<file path="src/hw/rtl/bppc_pkg.sv">
// Shared types and constants for the boiler pump priority controller.
// No dependencies; imported by the input channel interface and every module.
`timescale 1ns / 1ps

package bppc_pkg;

  // Widths of the item fields and registers.
  localparam int unsigned TempW    = 12;
  localparam int unsigned CurW     = 16;
  localparam int unsigned HystW    = 10;
  localparam int unsigned LimitW   = 11;
  localparam int unsigned HoldW    = 17;
  localparam int unsigned CfgIdxW  = 3;
  localparam int unsigned CfgDataW = 17;

  // Working width for temperature sums: one bit over the widest operand.
  localparam int unsigned SumW = TempW + 1;

  // Boiler readings below 1 degree C (16 counts of 1/16 degree) give panic.
  localparam logic signed [SumW-1:0] FrozenLimit = 13'sd16;

  // The seconds counter saturates at its all-ones value.
  localparam logic [HoldW-1:0] HoldMax = '1;

  // Register reset values.
  localparam logic [HystW-1:0]         HystRst        = 10'd32;
  localparam logic [LimitW-1:0]        PanicTempRst   = 11'd1520;
  localparam logic [LimitW-1:0]        CutoffTempRst  = 11'd480;
  localparam logic signed [TempW-1:0]  HeatBelowRst   = 12'sd112;
  localparam logic [CurW-1:0]          MinCurrentRst  = 16'd100;
  localparam logic [HoldW-1:0]         PreferHoldRst  = 17'd21600;

  // Item kinds.
  typedef enum logic [1:0] {
    MODE_EVAL  = 2'd0,
    MODE_PRESS = 2'd1,
    MODE_TICK  = 2'd2
  } mode_e;

  // Configuration register indexes.
  typedef enum logic [CfgIdxW-1:0] {
    CFG_HYSTERESIS  = 3'd0,
    CFG_PANIC_TEMP  = 3'd1,
    CFG_CUTOFF_TEMP = 3'd2,
    CFG_HEAT_BELOW  = 3'd3,
    CFG_MIN_CURRENT = 3'd4,
    CFG_PREFER_HOLD = 3'd5
  } cfg_idx_e;

  // Register file contents as seen by the evaluation logic.
  typedef struct packed {
    logic [HystW-1:0]        hysteresis;
    logic [LimitW-1:0]       panic_temp;
    logic [LimitW-1:0]       cutoff_temp;
    logic signed [TempW-1:0] heat_below_outside;
    logic [CurW-1:0]         min_pump_current;
    logic [HoldW-1:0]        prefer_hold_seconds;
  } cfg_t;

  // One input word.
  typedef struct packed {
    logic [1:0]              mode;
    logic signed [TempW-1:0] boiler_temp;
    logic                    boiler_valid;
    logic signed [TempW-1:0] tank_temp;
    logic                    tank_valid;
    logic signed [TempW-1:0] outside_temp;
    logic [CurW-1:0]         water_pump_current;
    logic [CurW-1:0]         heat_pump_current;
  } in_item_t;

  // Controller state carried from one word to the next.
  typedef struct packed {
    logic             water_on;
    logic             heat_on;
    logic             panic_flag;
    logic             force_water;
    logic             force_heat;
    logic             prefer_heat;
    logic [HoldW-1:0] hold_count;
  } state_t;

  // One result word.
  typedef struct packed {
    logic water_pump_on;
    logic heat_pump_on;
    logic alarm;
    logic water_forced;
    logic heat_forced;
    logic heat_preferred;
  } out_item_t;

endpackage

</file>
<file path="src/hw/rtl/bppc_cfg.sv">
// Configuration register file of the pump controller.
// Depends on bppc_pkg for the register layout and index codes.
`timescale 1ns / 1ps

module bppc_cfg
  import bppc_pkg::*;
(
  input  logic                clk_i,
  input  logic                rst_ni,
  input  logic                cfg_we_i,
  input  logic [CfgIdxW-1:0]  cfg_idx_i,
  input  logic [CfgDataW-1:0] cfg_wdata_i,
  output cfg_t                cfg_o
);

  cfg_t cfg_q, cfg_d;

  // Decode the write; indexes beyond the list are dropped.
  always_comb begin
    cfg_d = cfg_q;
    if (cfg_we_i) begin
      case (cfg_idx_e'(cfg_idx_i))
        CFG_HYSTERESIS:  cfg_d.hysteresis          = cfg_wdata_i[HystW-1:0];
        CFG_PANIC_TEMP:  cfg_d.panic_temp          = cfg_wdata_i[LimitW-1:0];
        CFG_CUTOFF_TEMP: cfg_d.cutoff_temp         = cfg_wdata_i[LimitW-1:0];
        CFG_HEAT_BELOW:  cfg_d.heat_below_outside  = $signed(cfg_wdata_i[TempW-1:0]);
        CFG_MIN_CURRENT: cfg_d.min_pump_current    = cfg_wdata_i[CurW-1:0];
        CFG_PREFER_HOLD: cfg_d.prefer_hold_seconds = cfg_wdata_i[HoldW-1:0];
        default: ;
      endcase
    end
  end

  // Registers come out of reset at their documented defaults.
  always_ff @(posedge clk_i or negedge rst_ni) begin
    if (!rst_ni) begin
      cfg_q.hysteresis          <= HystRst;
      cfg_q.panic_temp          <= PanicTempRst;
      cfg_q.cutoff_temp         <= CutoffTempRst;
      cfg_q.heat_below_outside  <= HeatBelowRst;
      cfg_q.min_pump_current    <= MinCurrentRst;
      cfg_q.prefer_hold_seconds <= PreferHoldRst;
    end else begin
      cfg_q <= cfg_d;
    end
  end

  assign cfg_o = cfg_q;

endmodule

</file>
<file path="config.mk">
export PLATFORM = sky130hd
export DESIGN_NAME = bppc_cfg
export DESIGN_NICKNAME = d
export VERILOG_FILES = /design/src/hw/rtl/bppc_pkg.sv /design/src/hw/rtl/bppc_cfg.sv
export SDC_FILE = /design/constraint.sdc
export NUM_CORES = 1
export LEC_CHECK = 0
export ABC_AREA = 1
export BUFFER_PORTS_ARGS = -buffer_cell sky130_fd_sc_hd__buf_2
export CAP_MARGIN = 20
export CORE_MARGIN = 4
export CORE_UTILIZATION = 40
export DETAILED_ROUTE_END_ITERATION = 8
export PLACE_DENSITY = 0.65
export SYNTH_ARGS = -nofsm -noshare
export SYNTH_HDL_FRONTEND = slang
export SYNTH_SLANG_ARGS = --single-unit
</file>
<file path="constraint.sdc">
create_clock -name clk_i -period 1.45 [get_ports clk_i]
set_clock_uncertainty 0.1 [all_clocks]
set_input_delay 0.2175 -clock clk_i [delete_from_list [all_inputs] [get_ports clk_i]]
set_output_delay 0.2175 -clock clk_i [all_outputs]
set_load 0.02 [all_outputs]
</file>
==> impl_metrics.env, run 1 <==
export IMPL_yosysTopAreaCell="dfrtp_1"
export IMPL_path_cells="buf_2"
export IMPL_yosys_top_cells_area="dfrtp_1 (44%), nand2_1 (23%), dfstp_2 (18%)"
export IMPL_whs_ns=0.0242
export IMPL_diodes=0
export IMPL_initial_core_util_pct=40.7
export IMPL_min_path_type="primary input to flip-flop"
export IMPL_syn_nets=368
export IMPL_hpwl_um=5860
export IMPL_outcome="complete, no violations"
export IMPL_final_max_slew_viol_count=0
export IMPL_wl_per_cell_um=15.4
export IMPL_clkTransAtPathRegs_ns=0.08
export IMPL_htree_levels=3
export IMPL_comb_power_share_pct=26.9
export IMPL_rows=32
export IMPL_routed_via_density=4.70
export IMPL_rsz0062_at_grt="false"
export IMPL_cts_root_buf="clkbuf_8"
export IMPL_grt_pass1_vias=2481
export IMPL_fin_cells=561
export IMPL_cts_hold_buf=5
export IMPL_port_buffers=99
export IMPL_worst_pin_slew_ns=0.457
export IMPL_period_minus_slack_ns=1.35
export IMPL_die_h_um=96.5
export IMPL_r2r_start="cfg_o[38]"
export IMPL_final_common_cell="nand2_1"
export IMPL_drc=0
export IMPL_cellLeakagePower_nw=2.23
export IMPL_dp_cells=540
export IMPL_p_switching_mw=2.00
export IMPL_gp_congestion=0.792
export IMPL_firstDrtPassIters=4
export IMPL_area_delta_synth_final_pct=25.4
export IMPL_die_area_um2=9310
export IMPL_yosysWarnings=0
export IMPL_worstSetupStartpointType="flip-flop"
export IMPL_clk_path_buf_depth=2
export IMPL_final_cell_mix="nand2_1 (189), buf_2 (98), dfrtp_1 (55)"
export IMPL_tritoncts="built"
export IMPL_vias=2639
export IMPL_slew_headroom_pct=69.5
export IMPL_crit_slowest_cell="dfstp_2"
export IMPL_ios=100
export IMPL_crit_path_end_kind="output port"
export IMPL_p_int_mw=3.75
export IMPL_clk_latency_ns=0.33
export IMPL_p_per_area_nw_per_um2=1460
export IMPL_fillers=773
export IMPL_syn_avg_cell_area_um2=9.08
export IMPL_cts_sinks=77
export IMPL_required_ns=1.13
export IMPL_grt_max_degree=78
export IMPL_largest_register_ffs=77
export IMPL_post_cts_buffers=0
export IMPL_ant_nets=0
export IMPL_grt_pass1_wl_um=13300
export IMPL_ir_worst_vdd_mv=0.564
export IMPL_grt_overflow=0
export IMPL_seq_power_share_pct=49.8
export IMPL_critPathKind="flip-flop to output port"
export IMPL_syn_cell_area_um2=3130
export IMPL_critPathLaunch="cfg_o[72]"
export IMPL_worst_hold_startpoint="cfg_wdata_i[13]"
export IMPL_arrival_ns=1.04
export IMPL_drt_iter0_markers=181
export IMPL_setup_ws_ns=0.0963
export IMPL_cts_resized=0
export IMPL_maxCapViolCount=0
export IMPL_ys_seq_elements=77
export IMPL_p_sw_share_pct=34.8
export IMPL_cpPeakStageDelay_ns=0.54
export IMPL_die_w_um=96.5
export IMPL_grt_usage_pct=19.5
export IMPL_pre_cts_ws_ns=0.167
export IMPL_setup_tns_ns=0
export IMPL_place_area_um2=3720
export IMPL_totalWireLength_um=8630
export IMPL_max_freq_mhz=739
export IMPL_final_area_um2=3930
export IMPL_cts_buffers_inserted=9
export IMPL_ys_types=13
export IMPL_hold_violations=0
export IMPL_crit_buf_inv=1
export IMPL_critPathTopFamily="flip-flops"
export IMPL_cp_max_fo=2
export IMPL_drive_gt1_share_pct=33.3
export IMPL_num_nets_final=477
export IMPL_clkPwrFrac_pct=23.3
export IMPL_setup_violations=0
export IMPL_fin_crit_sh_pct=93.4
export IMPL_seq_area_frac_synth_pct=62.4
export IMPL_core_um2=7690
export IMPL_antenna_found_initial=0
export IMPL_synthCells=345
export IMPL_synth_top_area_share_pct=43.9
==> cell type report <==
cell class / instances / area [um^2] / share of cell area, %
well taps: 102 / 128 / 3.25
repair buffers: 113 / 628 / 16.0
multi-input cells: 247 / 1040 / 26.5
inverters: 6 / 22.5 / 0.573
clock inverters: 2 / 10.0 / 0.255
clock buffers: 14 / 143 / 3.63
flip-flops and latches: 77 / 1950 / 49.8
==> worst min-delay path: stages <==
cell and delay, ns:
buf_2 0.10, nand2_1 0.05, nand2_1 0.06
==> Yosys cell counts, drive strengths merged <==
| library cell | instances |
|---|---|
| buf | 15 |
| dfrtp | 55 |
| dfstp | 22 |
| inv | 6 |
| nand2 | 193 |
| nand3 | 48 |
| nor2 | 6 |
==> cells by family after synthesis <==
family | Yosys count | synth area share [%]
AND/OR/NAND/NOR | 247 | 33.3
buffers and inverters | 21 | 4.31
flip-flops | 77 | 62.4
==> per-stage QoR <==
step | util [%] | power, mW
floorplan | - | 3.79
global placement | 48.5 | 4.43
global route | 51.1 | 6.08
detailed placement | 48.5 | 4.46
finish | 51.1 | 5.75
CTS | 51.1 | 5.82
==> per-layer routing <==
metal	track usage [%]	part of all wire [%]
met1	26.6	45
met2	31.3	49
met3	3.18	4.5
met4	7.36	1.1
met5	0	0
==> final timing paths <==
kind / end / slack, ns / cells after the start
setup reg to reg: cfg_o[38] / 0.63 / 2
hold / removal: cfg_o[13] / 0.02 / 3
setup / recovery: cfg_o[72] / 0.1 / 1
max in group asynchronous: cfg_o[64] / 0.55 / 3
hold reg to reg: cfg_o[64] / 0.36 / 2
min in group asynchronous: cfg_o[7] / 0.35 / 3
==> power by group through the flow <==
stage          clock (mW)  sequential, mW  combinational (mW)
6_report             1.34            2.86                1.55
5_1_grt              1.47            2.91                1.70
4_1_cts              1.38            2.87                1.57
3_5_place_dp            0            2.90                1.56
3_3_place_gp            0            2.89                1.53
2_1_floorplan           0            3.39               0.398
(Power assumes the default switching activity.)
==> inputs of run 2 (changes only) <==
--- a/config.mk
+++ b/config.mk
@@ -6,11 +6,13 @@
 export NUM_CORES = 1
 export LEC_CHECK = 0
 export ABC_AREA = 1
-export BUFFER_PORTS_ARGS = -buffer_cell sky130_fd_sc_hd__buf_2
+export ABC_CLOCK_PERIOD_IN_PS = 1450
+export BUFFER_PORTS_ARGS = -buffer_cell sky130_fd_sc_hd__clkbuf_2
 export CAP_MARGIN = 20
 export CORE_MARGIN = 4
 export CORE_UTILIZATION = 40
 export DETAILED_ROUTE_END_ITERATION = 8
+export HOLD_SLACK_MARGIN = 0.06
 export PLACE_DENSITY = 0.65
 export SYNTH_ARGS = -nofsm -noshare
 export SYNTH_HDL_FRONTEND = slang
==> impl_metrics.env, run 2 (synthesis results as in run 1) <==
export IMPL_setup_ws_ns=0.0751
export IMPL_vias=2649
export IMPL_die_area_um2=9310
export IMPL_critPathTopFamily="flip-flops"
export IMPL_clkTransAtPathRegs_ns=0.08
export IMPL_grt_pass1_wl_um=13500
export IMPL_diodes=0
export IMPL_place_area_um2=3720
export IMPL_drive_gt1_share_pct=33.6
export IMPL_p_per_area_nw_per_um2=1550
export IMPL_post_cts_buffers=0
export IMPL_slew_headroom_pct=68.5
export IMPL_maxCapViolCount=0
export IMPL_final_core_util_pct=52.2
export IMPL_largest_register_ffs=77
export IMPL_setup_tns_ns=0
export IMPL_outcome="complete, no violations"
export IMPL_cp_max_fo=2
export IMPL_area_delta_synth_final_pct=28.2
export IMPL_final_max_slew_viol_count=0
export IMPL_final_area_um2=4020
export IMPL_arrival_ns=1.06
export IMPL_grt_pass1_vias=2593
export IMPL_clk_latency_ns=0.35
export IMPL_period_minus_slack_ns=1.37
export IMPL_cts_buffers_inserted=9
export IMPL_worst_pin_slew_ns=0.472
export IMPL_tritoncts="built"
export IMPL_htree_levels=3
export IMPL_setup_violations=0
export IMPL_final_cell_mix="nand2_1 (189), clkbuf_2 (98), dfrtp_1 (55)"
export IMPL_ios=100
export IMPL_grt_usage_pct=19.9
export IMPL_max_freq_mhz=727
export IMPL_routed_via_density=4.71
export IMPL_grt_overflow=0
export IMPL_rsz0062_at_grt="false"
export IMPL_min_path_type="primary input to flip-flop"
export IMPL_clk_path_buf_depth=2
export IMPL_path_cells="clkbuf_2"
export IMPL_die_h_um=96.5
export IMPL_crit_buf_inv=1
export IMPL_gp_congestion=0.788
export IMPL_cts_sinks=77
export IMPL_cpPeakStageDelay_ns=0.55
export IMPL_hold_violations=0
export IMPL_initial_core_util_pct=40.7
export IMPL_cellLeakagePower_nw=2.26
export IMPL_core_um2=7690
export IMPL_final_common_cell="nand2_1"
export IMPL_ant_nets=0
export IMPL_fin_crit_sh_pct=94.8
export IMPL_crit_path_end_kind="output port"
export IMPL_pre_cts_ws_ns=0.0254
export IMPL_die_w_um=96.5
export IMPL_worstSetupStartpointType="flip-flop"
export IMPL_port_buffers=99
export IMPL_firstDrtPassIters=4
export IMPL_crit_slowest_cell="dfstp_2"
export IMPL_ir_worst_vdd_mv=0.569
export IMPL_whs_ns=0.0745
export IMPL_drt_iter0_markers=150
export IMPL_drc=0
export IMPL_rows=32
export IMPL_num_nets_final=479
export IMPL_dp_cells=539
export IMPL_hpwl_um=5840
export IMPL_grt_max_degree=78
export IMPL_antenna_found_initial=0
export IMPL_required_ns=1.13
export IMPL_wl_per_cell_um=15.3
export IMPL_finalPower_mw=6.21
export IMPL_cts_root_buf="clkbuf_8"
export IMPL_fin_cells=563
export IMPL_critPathKind="flip-flop to output port"
export IMPL_totalWireLength_um=8600
## run 2: cell types whose count changed in the layout (fill, tap and decap cells not counted)
| cell | change |
|---|---|
| dlygate4sd3_1 | +3 |
| clkbuf_1 | -3 |
| clkinvlp_4 | +1 |
| clkbuf_8 | +1 |
| buf_4 | -1 |
| bufinv_16 | +2 |
| clkbuf_2 | +98 |
| clkinv_2 | -1 |
| buf_2 | -98 |
## run 2: repair_timing
| action | in CTS | in global routing |
|---|---|---|
| setup endpoints to repair | 0 | 0 |
| hold endpoints to repair | 68 | 0 |
| gates resized for setup | 0 | 0 |
| hold buffers | 8 | 0 |
## run 2: final timing paths
path | startpoint | endpoint | slack [ns] | cells past startpoint
min in group asynchronous | rst_ni | cfg_o[41] | 0.31 | 3
worst max-delay path | cfg_o[63] | cfg_o[63] | 0.08 | 1
worst min register to register | cfg_o[66] | cfg_o[66] | 0.36 | 2
max in group asynchronous | rst_ni | cfg_o[72] | 0.55 | 3
worst min-delay path | cfg_wdata_i[4] | cfg_o[37] | 0.07 | 3
worst max register to register | cfg_o[10] | cfg_o[10] | 0.62 | 2
## run 2: report_power, final
part           leakage (nW)  switching, mW  internal (mW)  total, mW
combinational          1.23           1.05          0.492       1.54
clock                 0.107          0.770           1.02       1.79
sequential            0.922          0.245           2.63       2.88
total                  2.26           2.07           4.14       6.21
## run 2: area by class of cell
type / count / area [um^2]
fillers: 760 / 3670
flip-flops and latches: 77 / 1950
multi-input cells: 247 / 1040
repair buffers: 115 / 651
clock buffers: 12 / 145
well taps: 102 / 128
clock inverters: 4 / 72.6
inverters: 6 / 22.5
## run 2: metal layers
| layer | global-route usage [%] | vias up | part of all wire, % |
|---|---|---|---|
| met3 | 4.80 | 13 | 6.3 |
| met4 | 7.24 | 0 | 1.9 |
| met2 | 32.2 | 90 | 49 |
| li1 | - | 1294 | - |
| met1 | 26.0 | 1252 | 43 |
| met5 | 0 | - | 0 |
