[config.mk]
export PLATFORM = sky130hd
export DESIGN_NAME = bppc_core
export DESIGN_NICKNAME = d
export VERILOG_FILES = /design/src/hw/rtl/bppc_pkg.sv /design/src/hw/rtl/bppc_core.sv
export SDC_FILE = /design/constraint.sdc
export NUM_CORES = 1
export LEC_CHECK = 0
export ABC_CLOCK_PERIOD_IN_PS = 10100
export BUFFER_PORTS_ARGS = -buffer_cell sky130_fd_sc_hd__buf_4
export CAP_MARGIN = 30
export CELL_PAD_IN_SITES_DETAIL_PLACEMENT = 2
export CELL_PAD_IN_SITES_GLOBAL_PLACEMENT = 2
export CORE_MARGIN = 2
export CORE_UTILIZATION = 27
export DETAILED_ROUTE_END_ITERATION = 10
export PLACE_DENSITY_LB_ADDON = 0.25
export SYNTH_ARGS = -nofsm -noshare
export SYNTH_HDL_FRONTEND = slang
export SYNTH_SLANG_ARGS = --single-unit
[constraint.sdc]
create_clock -name vclk -period 10.1
set_input_delay 2.02 -clock vclk [all_inputs]
set_output_delay 2.02 -clock vclk [all_outputs]
set_load 0.005 [all_outputs]
[src/hw/rtl/bppc_pkg.sv]
// Shared types and constants for the boiler pump priority controller.
// No dependencies; imported by the input channel interface and every module.
`timescale 1ns / 1ps

package bppc_pkg;

  // Widths of the item fields and registers.
  localparam int unsigned TempW    = 12;
  localparam int unsigned CurW     = 16;
  localparam int unsigned HystW    = 10;
  localparam int unsigned LimitW   = 11;
  localparam int unsigned HoldW    = 17;
  localparam int unsigned CfgIdxW  = 3;
  localparam int unsigned CfgDataW = 17;

  // Working width for temperature sums: one bit over the widest operand.
  localparam int unsigned SumW = TempW + 1;

  // Boiler readings below 1 degree C (16 counts of 1/16 degree) give panic.
  localparam logic signed [SumW-1:0] FrozenLimit = 13'sd16;

  // The seconds counter saturates at its all-ones value.
  localparam logic [HoldW-1:0] HoldMax = '1;

  // Register reset values.
  localparam logic [HystW-1:0]         HystRst        = 10'd32;
  localparam logic [LimitW-1:0]        PanicTempRst   = 11'd1520;
  localparam logic [LimitW-1:0]        CutoffTempRst  = 11'd480;
  localparam logic signed [TempW-1:0]  HeatBelowRst   = 12'sd112;
  localparam logic [CurW-1:0]          MinCurrentRst  = 16'd100;
  localparam logic [HoldW-1:0]         PreferHoldRst  = 17'd21600;

  // Item kinds.
  typedef enum logic [1:0] {
    MODE_EVAL  = 2'd0,
    MODE_PRESS = 2'd1,
    MODE_TICK  = 2'd2
  } mode_e;

  // Configuration register indexes.
  typedef enum logic [CfgIdxW-1:0] {
    CFG_HYSTERESIS  = 3'd0,
    CFG_PANIC_TEMP  = 3'd1,
    CFG_CUTOFF_TEMP = 3'd2,
    CFG_HEAT_BELOW  = 3'd3,
    CFG_MIN_CURRENT = 3'd4,
    CFG_PREFER_HOLD = 3'd5
  } cfg_idx_e;

  // Register file contents as seen by the evaluation logic.
  typedef struct packed {
    logic [HystW-1:0]        hysteresis;
    logic [LimitW-1:0]       panic_temp;
    logic [LimitW-1:0]       cutoff_temp;
    logic signed [TempW-1:0] heat_below_outside;
    logic [CurW-1:0]         min_pump_current;
    logic [HoldW-1:0]        prefer_hold_seconds;
  } cfg_t;

  // One input word.
  typedef struct packed {
    logic [1:0]              mode;
    logic signed [TempW-1:0] boiler_temp;
    logic                    boiler_valid;
    logic signed [TempW-1:0] tank_temp;
    logic                    tank_valid;
    logic signed [TempW-1:0] outside_temp;
    logic [CurW-1:0]         water_pump_current;
    logic [CurW-1:0]         heat_pump_current;
  } in_item_t;

  // Controller state carried from one word to the next.
  typedef struct packed {
    logic             water_on;
    logic             heat_on;
    logic             panic_flag;
    logic             force_water;
    logic             force_heat;
    logic             prefer_heat;
    logic [HoldW-1:0] hold_count;
  } state_t;

  // One result word.
  typedef struct packed {
    logic water_pump_on;
    logic heat_pump_on;
    logic alarm;
    logic water_forced;
    logic heat_forced;
    logic heat_preferred;
  } out_item_t;

endpackage

[src/hw/rtl/bppc_core.sv]
// Next-state logic of the pump controller: one word against the current state.
// Purely combinational; depends on bppc_pkg.
`timescale 1ns / 1ps

module bppc_core
  import bppc_pkg::*;
(
  input  in_item_t item_i,
  input  cfg_t     cfg_i,
  input  state_t   st_i,
  output state_t   st_o
);

  logic signed [SumW-1:0] boiler_x, tank_x, outside_x, heat_below_x;
  logic signed [SumW-1:0] hyst_x, panic_x, cold_lim, boiler_hyst;
  logic panic, cold, water_run, heat_run, fw, fh;

  // Temperatures in a common signed width with room for the hysteresis sums.
  assign boiler_x     = $signed({item_i.boiler_temp[TempW-1], item_i.boiler_temp});
  assign tank_x       = $signed({item_i.tank_temp[TempW-1], item_i.tank_temp});
  assign outside_x    = $signed({item_i.outside_temp[TempW-1], item_i.outside_temp});
  assign heat_below_x = $signed({cfg_i.heat_below_outside[TempW-1],
                                 cfg_i.heat_below_outside});
  assign hyst_x       = $signed({{(SumW-HystW){1'b0}}, cfg_i.hysteresis});
  assign panic_x      = $signed({{(SumW-LimitW){1'b0}}, cfg_i.panic_temp});
  assign cold_lim     = $signed({{(SumW-LimitW){1'b0}}, cfg_i.cutoff_temp}) - hyst_x;
  assign boiler_hyst  = boiler_x + hyst_x;

  assign panic = !item_i.boiler_valid || !item_i.tank_valid ||
                 (boiler_x >= panic_x) || (boiler_x < FrozenLimit);
  assign cold  = boiler_x < cold_lim;

  // Current through a pump that is commanded off means someone runs it by hand.
  assign water_run = item_i.water_pump_current > cfg_i.min_pump_current;
  assign heat_run  = item_i.heat_pump_current > cfg_i.min_pump_current;
  assign fw = st_i.force_water || (water_run && !st_i.water_on);
  assign fh = st_i.force_heat || (heat_run && !st_i.heat_on);

  always_comb begin
    st_o = st_i;
    case (mode_e'(item_i.mode))
      MODE_EVAL: begin
        if (panic) begin
          // Panic leaves the force flags and the heating request alone.
          st_o.water_on   = 1'b1;
          st_o.heat_on    = 1'b1;
          st_o.panic_flag = 1'b1;
        end else if (cold) begin
          st_o.panic_flag  = 1'b0;
          st_o.water_on    = 1'b0;
          st_o.heat_on     = 1'b0;
          st_o.force_water = 1'b0;
          st_o.force_heat  = 1'b0;
          if (st_i.hold_count > cfg_i.prefer_hold_seconds) begin
            st_o.prefer_heat = 1'b0;
          end
        end else begin
          st_o.panic_flag  = 1'b0;
          st_o.force_water = fw;
          st_o.force_heat  = fh;
          st_o.hold_count  = '0;
          if ((boiler_hyst > tank_x) || fw) begin
            st_o.water_on = 1'b1;
            st_o.heat_on  = 1'b0;
          end else if ((boiler_hyst < tank_x) || st_i.prefer_heat) begin
            // Heating priority; the heating pump only starts when it is cold outside.
            st_o.water_on = 1'b0;
            if (outside_x < heat_below_x) begin
              st_o.heat_on = 1'b1;
            end
          end
        end
      end
      MODE_PRESS: begin
        st_o.prefer_heat = 1'b1;
        st_o.hold_count  = '0;
      end
      MODE_TICK: begin
        if (st_i.hold_count != HoldMax) begin
          st_o.hold_count = st_i.hold_count + 1'b1;
        end
      end
      default: ;
    endcase
  end

endmodule

==> results of run 1 <==
## final cells by class
class,count,area share
inverters,102,0.0681
multi-input cells,465,0.631
well taps,184,0.0409
repair buffers,195,0.260
## layout by cell type, fill, tap and decap left out, types with 3 or more instances in the layout
master / count
buf_4: 195
ha_1: 116
inv_1: 102
a21oi_1: 51
nor2_1: 31
nand3_1: 29
nand2_1: 29
o21ai_1: 23
o21ai_0: 18
a21o_1: 15
nor3_1: 14
nand4_1: 14
xnor2_1: 12
a211oi_1: 8
and3_1: 8
o211ai_1: 8
o21a_1: 8
nor4_1: 8
nor2b_1: 7
a31oi_1: 6
nand2b_1: 5
o31ai_1: 4
a21boi_1: 3
or3_1: 3
## cells by family (layout without fill, tap and decap cells)
logic type	after synthesis	after routing	synth area share
AO/OA/AOI/OAI	169	169	0.270
multiplexers	1	1	0.00253
AND/OR/NAND/NOR	164	164	0.219
adder cells (fa/ha/maj)	118	118	0.378
XOR/XNOR	13	13	0.0288
buffers and inverters	107	297	0.102
## final timing paths
check / depth (start not counted) / startpoint / to / slack, ps
max: 21 / cfg_i[45] / st_o[13] / 1360
min: 3 / st_i[9] / st_o[9] / 4340
## through the flow
step           power (uW)  hold slack [ps]  cell area, um^2
6_report              272             4340             5620
3_3_place_gp          256             4330             5620
2_1_floorplan         149             4090             3950
3_5_place_dp          276             4340             5620
5_1_grt               309             4370             5620
4_1_cts               277             4340             5620
## worst max-delay path, delay by kind of cell
kind | cells | cell delay (ps)
adders and majority gates | 3 | 850
buffers and inverters | 4 | 340
xor gates and xnor gates | 1 | 140
and+or+nand+nor | 1 | 120
AOI/OAI and AO/OA | 12 | 3230
## metal layers
layer	GRT usage	routed length, um	up-vias
li1	-	-	2466
met4	0.0268	262	0
met5	0	0	-
met3	0.0137	561	16
met1	0.237	6930	2382
met2	0.409	8790	121
## power by group
part	total (uW)	internal, uW	switching [uW]
clock network	0	0	0
registers	0	0	0
logic	272	135	137
total	272	135	137
==> qor.csv, run 1 <==
metric,value,unit
status,"finished, final reports clean",
slew_headroom,0.422,
postSynthCellCount,572,
synth_area_leader_cell,ha_1,
power_density,48.4,nW/um^2
finalWorstSetupSlack,1360,ps
vdd_drop_max,0.0170,mV
fin_crit_sh,0.866,
min_path_type,primary input to primary output,
place_congestion,0.853,
rsz0062_at_grt,no,
cts_resized,0,
syn_area,3950,um^2
avgSynthCellArea,6.90,um^2
nFillCells,1745,
cap_violations,0,
grt_max_degree,25,
tightest_slew,866,ps
synthTopCellsByArea,"ha_1, inv_1, a21oi_1",
initial_core_util,0.274,
p_leak,0.00304,uW
required,8080,ps
fp.dieW,125,um
final_util,0.390,
post-synth-top-count-cell,ha_1,
fp.dieH,125,um
antenna_found_initial,0,
rows,44,
fmax,114,MHz
io_buffers,195,
post-cts-setup-buffers,0,
overflow,0,
drt_iter0_drc,84,
multi_input_area,3550,um^2
num_vias,4985,
nClkBuffers,0,
finalMaxSlewViolations,0,
seq_cells,0,
place_hpwl,15200,um
vias_per_cell,5.27,
synth_top_area_frac,0.368,
post-route-drc-count,0,
ant_nets,0,
nets,1054,
cp_slowest_cell,a21boi_1,
grt_pass1_wl,26800,um
dr.pass1.iters,4,
period_minus_slack,8740,ps
tns,0,ps
worstSetupStartpointType,primary input,
yosysSeqAreaShare,0,
setup_viol,0,
ff_latch_area,0,um^2
synth_warnings,0,
core,14400,um^2
totalWireLength,16600,um
syn-num-nets,862,
cts_hold_buf,0,
path_cells,buf_4 > inv_1 > ha_1 > inv_1 > fa_1 > a21o_1 > a21oi_1 > o21bai_1 > a2111oi_0 > o31ai_1 > a21oi_1 > xnor2_1 > ha_1 > nand3_1 > o211ai_1 > o32ai_1 > a21oi_1 > a21boi_1 > o21ai_0 > o21ai_1 > buf_4,
crit_fanout,9,
ys_types,57,
place_ws,1310,ps
slowest_delay,720,ps
crit_path_frequent_cell,a21oi_1,
grt_usage,0.202,
placed_cells,946,
grt_pass1_vias,5542,
wl_per_cell,17.5,um
hold_viol,0,
critPathCaptureType,primary output,
diodes,0,
stdcell_count,946,
die-area,15600,um^2
area_delta_synth_final,42.4,%
layout-drive-gt1-share,0.265,
critPathKind,primary input to primary output,
cp.arrival,6720,ps
ioPinCount,195,
synth_commonest_cells,"ha_1, inv_1, a21oi_1",
No activity file was read; power rests on OpenSTA's default activity.
==> run 2: changes to the inputs <==
--- a/config.mk
+++ b/config.mk
@@ -13,7 +13,8 @@
 export CORE_MARGIN = 2
 export CORE_UTILIZATION = 27
 export DETAILED_ROUTE_END_ITERATION = 10
-export PLACE_DENSITY_LB_ADDON = 0.25
+export PLACE_DENSITY_LB_ADDON = 0.1
 export SYNTH_ARGS = -nofsm -noshare
 export SYNTH_HDL_FRONTEND = slang
 export SYNTH_SLANG_ARGS = --single-unit
+export TNS_END_PERCENT = 10
==> run 2 against run 1 <==
Compared with the run above: non-clock buffer count unchanged; critical endpoint is now st_o[12]; count of clock-buffer cells in the layout stayed put; final cell count did not move.
==> qor.csv, run 2 (same netlist as run 1, synthesis figures left out) <==
metric,value,unit,change
status,"finished, final reports clean",,unchanged
seq_cells,0,,unchanged
min_path_type,primary input to primary output,,unchanged
critPathLaunch,cfg_i[45],,unchanged
swShare,0.502,,was 0.505
p_comb_frac,1.000,,about the same
nets,1054,,unchanged
mostFrequentLayoutCells,"buf_4, ha_1, inv_1, a21oi_1, nor2_1",,unchanged
hold_viol,0,,unchanged
sequentialPowerShare,0,,about the same
rsz0062_at_grt,no,,unchanged
fp.dieH,125,um,unchanged
nFillCells,1737,,"was 1,745"
whs,4340,ps,about the same
tns,0,ps,unchanged
setup_viol,0,,unchanged
rows,44,,unchanged
die-area,15600,um^2,unchanged
fp.dieW,125,um,unchanged
io_buffers,195,,unchanged
dr.pass1.iters,4,,unchanged
cap_violations,0,,unchanged
place_ws,1430,ps,was 1310 ps
num_vias,4981,,"was 4,985"
required,8080,ps,about the same
critPathKind,primary input to primary output,,unchanged
post-cts-setup-buffers,0,,unchanged
power_density,48.2,nW/um^2,was 48.4 nW/um^2
core,14400,um^2,unchanged
grt_pass1_vias,5562,,"was 5,542"
grt_max_degree,25,,unchanged
vias_per_cell,5.27,,about the same
p_clk_frac,0,,about the same
finalWorstSetupSlack,1490,ps,was 1360 ps
area_delta_synth_final,42.4,%,unchanged
post-route-drc-count,0,,unchanged
fin_crit_sh,0.853,,was 0.866
p_leak,0.00304,uW,unchanged
grt_pass1_wl,26300,um,"was 26,800 um"
crit_path_end,st_o[12],,was st_o[13]
place_congestion,0.807,,was 0.853
cp.arrival,6590,ps,was 6720 ps
overflow,0,,unchanged
nClkBuffers,0,,unchanged
ff_latch_area,0,um^2,unchanged
diodes,0,,unchanged
wl_per_cell,16.9,um,was 17.5 um
mostFrequentLayoutCell,buf_4,,unchanged
ant_nets,0,,unchanged
initial_core_util,0.274,,unchanged
period_minus_slack,8610,ps,was 8740 ps
worstSetupStartpointType,primary input,,unchanged
grt_usage,0.199,,was 0.202
fmax,116,MHz,was 114 MHz
ioPinCount,195,,unchanged
antenna_found_initial,0,,unchanged
power.total,271,uW,was 272 uW
layout-drive-gt1-share,0.265,,unchanged
drt_iter0_drc,78,,was 84
cts_resized,0,,unchanged
place_hpwl,14700,um,"was 15,200 um"
p_switching,136,uW,was 137 uW
critPathCaptureType,primary output,,unchanged
tightest_slew,764,ps,was 866 ps
final_util,0.390,,unchanged
vdd_drop_max,0.0196,mV,was 0.0170 mV
slew_headroom,0.489,,was 0.422
p_int,135,uW,about the same
totalWireLength,16000,um,"was 16,600 um"
crit_fanout,9,,unchanged
cts_hold_buf,0,,unchanged
finalMaxSlewViolations,0,,unchanged
==> run 2: final cells by class <==
class / count / area [um^2] / area share
Tap cell: 184 / 230 / 0.0409
Multi-Input combinational cell: 465 / 3550 / 0.631
Timing Repair Buffer: 195 / 1460 / 0.260
Inverter: 102 / 383 / 0.0681
==> run 2: metal layers <==
metal / up-vias / wire length [um] / GRT usage
li1: 2463 / - / -
met1: 2396 / 6790 / 0.235
met2: 112 / 8460 / 0.404
met3: 10 / 575 / 0.0124
met4: 0 / 158 / 0.0163
met5: - / 0 / 0
==> run 2: per-stage QoR <==
stage | instances | cell area [um^2]
detailed placement | 946 | 5620
global placement | 946 | 5620
global route | 946 | 5620
floorplan | 572 | 3950
finish | 946 | 5620
CTS | 946 | 5620
==> run 2: power groups by stage <==
stage,registers [uW],clock network (uW),logic [uW]
after floorplan,0,0,149
after global placement,0,0,257
final,0,0,271
after global routing,0,0,309
after detailed placement,0,0,274
after CTS,0,0,276
==> run 2: worst min-delay path by stage <==
stage,start,to,cells past startpoint
floorplan,st_i[3],st_o[3],1
global placement,st_i[20],st_o[20],3
detailed placement,st_i[20],st_o[20],3
CTS,st_i[20],st_o[20],3
global route,st_i[9],st_o[9],3
finish,st_i[20],st_o[20],3
==> run 2: critical path: stages <==
cell and delay [ps]:
buf_4 110, inv_1 40, ha_1 170, inv_1 60
fa_1 390, a21o_1 180, a21oi_1 220, o21bai_1 120
a2111oi_0 650, o31ai_1 150, a21oi_1 210, xnor2_1 140
ha_1 290, nand3_1 120, o211ai_1 130, o32ai_1 300
a21oi_1 170, a21boi_1 640, o21ai_0 210, o31ai_1 110
buf_4 150
==> run 3: changes to the inputs <==
==> constraint.sdc (replaced) <==
create_clock -name vclk -period 10.1
set_input_delay 1.01 -clock vclk [all_inputs]
set_output_delay 1.01 -clock vclk [all_outputs]
set_load 0.005 [all_outputs]
==> run 3 against run 2 <==
Compared with the run above: via count about the same; wire length is 0.11% higher; final cell count stayed put; critical path depth unchanged; hold slack lost 2000 ps; critical endpoint unchanged; largest cell class unchanged.
==> qor.csv, run 3 (same netlist as run 1, synthesis figures left out) <==
metric,value,unit,change
core,14400,um^2,unchanged
ioPinCount,195,,unchanged
grt_pass1_wl,26300,um,about the same
grt_pass1_vias,5570,,"was 5,562"
totalWireLength,16000,um,about the same
die-area,15600,um^2,unchanged
cts_hold_buf,0,,unchanged
cap_violations,0,,unchanged
drt_iter0_drc,83,,was 78
finalMaxSlewViolations,0,,unchanged
ant_nets,0,,unchanged
wl_per_cell,16.9,um,about the same
place_hpwl,14600,um,"was 14,700 um"
post-route-drc-count,0,,unchanged
diodes,0,,unchanged
crit_fanout,9,,unchanged
rsz0062_at_grt,no,,unchanged
power_density,48.2,nW/um^2,about the same
fmax,152,MHz,was 116 MHz
p_int,135,uW,about the same
critPathCaptureType,primary output,,unchanged
overflow,0,,unchanged
cts_resized,0,,unchanged
num_vias,4979,,"was 4,981"
tns,0,ps,unchanged
cp.arrival,5590,ps,was 6590 ps
antenna_found_initial,0,,unchanged
rows,44,,unchanged
post-cts-setup-buffers,0,,unchanged
hold_viol,0,,unchanged
p_leak,0.00304,uW,unchanged
min_path_type,primary input to primary output,,unchanged
place_congestion,0.807,,unchanged
area_delta_synth_final,42.4,%,unchanged
fp.dieH,125,um,unchanged
tightest_slew,757,ps,was 764 ps
grt_usage,0.198,,was 0.199
layout-drive-gt1-share,0.265,,unchanged
p_clk_frac,0,,about the same
seq_cells,0,,unchanged
nFillCells,1730,,"was 1,737"
slew_headroom,0.495,,was 0.489
initial_core_util,0.274,,unchanged
nClkBuffers,0,,unchanged
setup_viol,0,,unchanged
period_minus_slack,6600,ps,was 8610 ps
fin_crit_sh,0.653,,was 0.853
status,"finished, final reports clean",,unchanged
swShare,0.503,,was 0.502
dr.pass1.iters,4,,unchanged
critPathKind,primary input to primary output,,unchanged
vdd_drop_max,0.0192,mV,was 0.0196 mV
ff_latch_area,0,um^2,unchanged
p_switching,136,uW,about the same
sequentialPowerShare,0,,about the same
mostFrequentLayoutCells,"buf_4, ha_1, inv_1, a21oi_1, nor2_1",,unchanged
vias_per_cell,5.26,,was 5.27
grt_max_degree,25,,unchanged
power.total,271,uW,about the same
fp.dieW,125,um,unchanged
worstSetupStartpointType,primary input,,unchanged
required,9090,ps,was 8080 ps
nets,1054,,unchanged
io_buffers,195,,unchanged
p_comb_frac,1.000,,about the same
mostFrequentLayoutCell,buf_4,,unchanged
==> run 3: cell counts in the layout (fill, tap and decap cells not counted) <==
Identical to the previous run, type by type.
==> run 3: layer usage <==
| metal | vias up | wire, um | global-route usage |
|---|---|---|---|
| met3 | 8 | 500 | 0.0103 |
| met4 | 0 | 130 | 0.0150 |
| met5 | - | 0 | 0 |
| met2 | 105 | 8390 | 0.397 |
| li1 | 2465 | - | - |
| met1 | 2401 | 6980 | 0.239 |
==> run 3: area by class of cell <==
type	count	area, um^2	area share
Timing Repair Buffer	195	1460	0.260
Multi-Input combinational cell	465	3550	0.631
Inverter	102	383	0.0681
Tap cell	184	230	0.0409
==> run 3: worst max-delay path: stages <==
cell	delay [ps]
buf_4	110
inv_1	40
ha_1	170
inv_1	60
fa_1	390
a21o_1	180
a21oi_1	220
o21bai_1	120
a2111oi_0	690
o31ai_1	160
a21oi_1	200
xnor2_1	140
ha_1	290
nand3_1	110
o211ai_1	120
o32ai_1	300
a21oi_1	170
a21boi_1	640
o21ai_0	210
o31ai_1	110
buf_4	150
==> run 3: path summary, 6_finish.rpt <==
path	slack (ps)	startpoint	endpoint	depth (start not counted)
worst max-delay path	3500	cfg_i[45]	st_o[12]	21
worst min-delay path	2310	st_i[20]	st_o[20]	3
==> run 3: through the flow <==
stage	setup WS, ps	util	instance area [um^2]	hold slack, ps	instances
finish	3500	0.390	5620	2310	946
global route	3130	0.390	5620	2340	946
global placement	3710	0.390	5620	2310	946
CTS	3430	0.390	5620	2320	946
floorplan	4630	-	3950	2070	572
detailed placement	3430	0.390	5620	2320	946
==> run 3: power groups by stage <==
stage	Sequential (uW)	Clock, uW	Combinational [uW]
5_1_grt	0	0	308
3_3_place_gp	0	0	257
3_5_place_dp	0	0	274
4_1_cts	0	0	275
2_1_floorplan	0	0	149
6_report	0	0	271
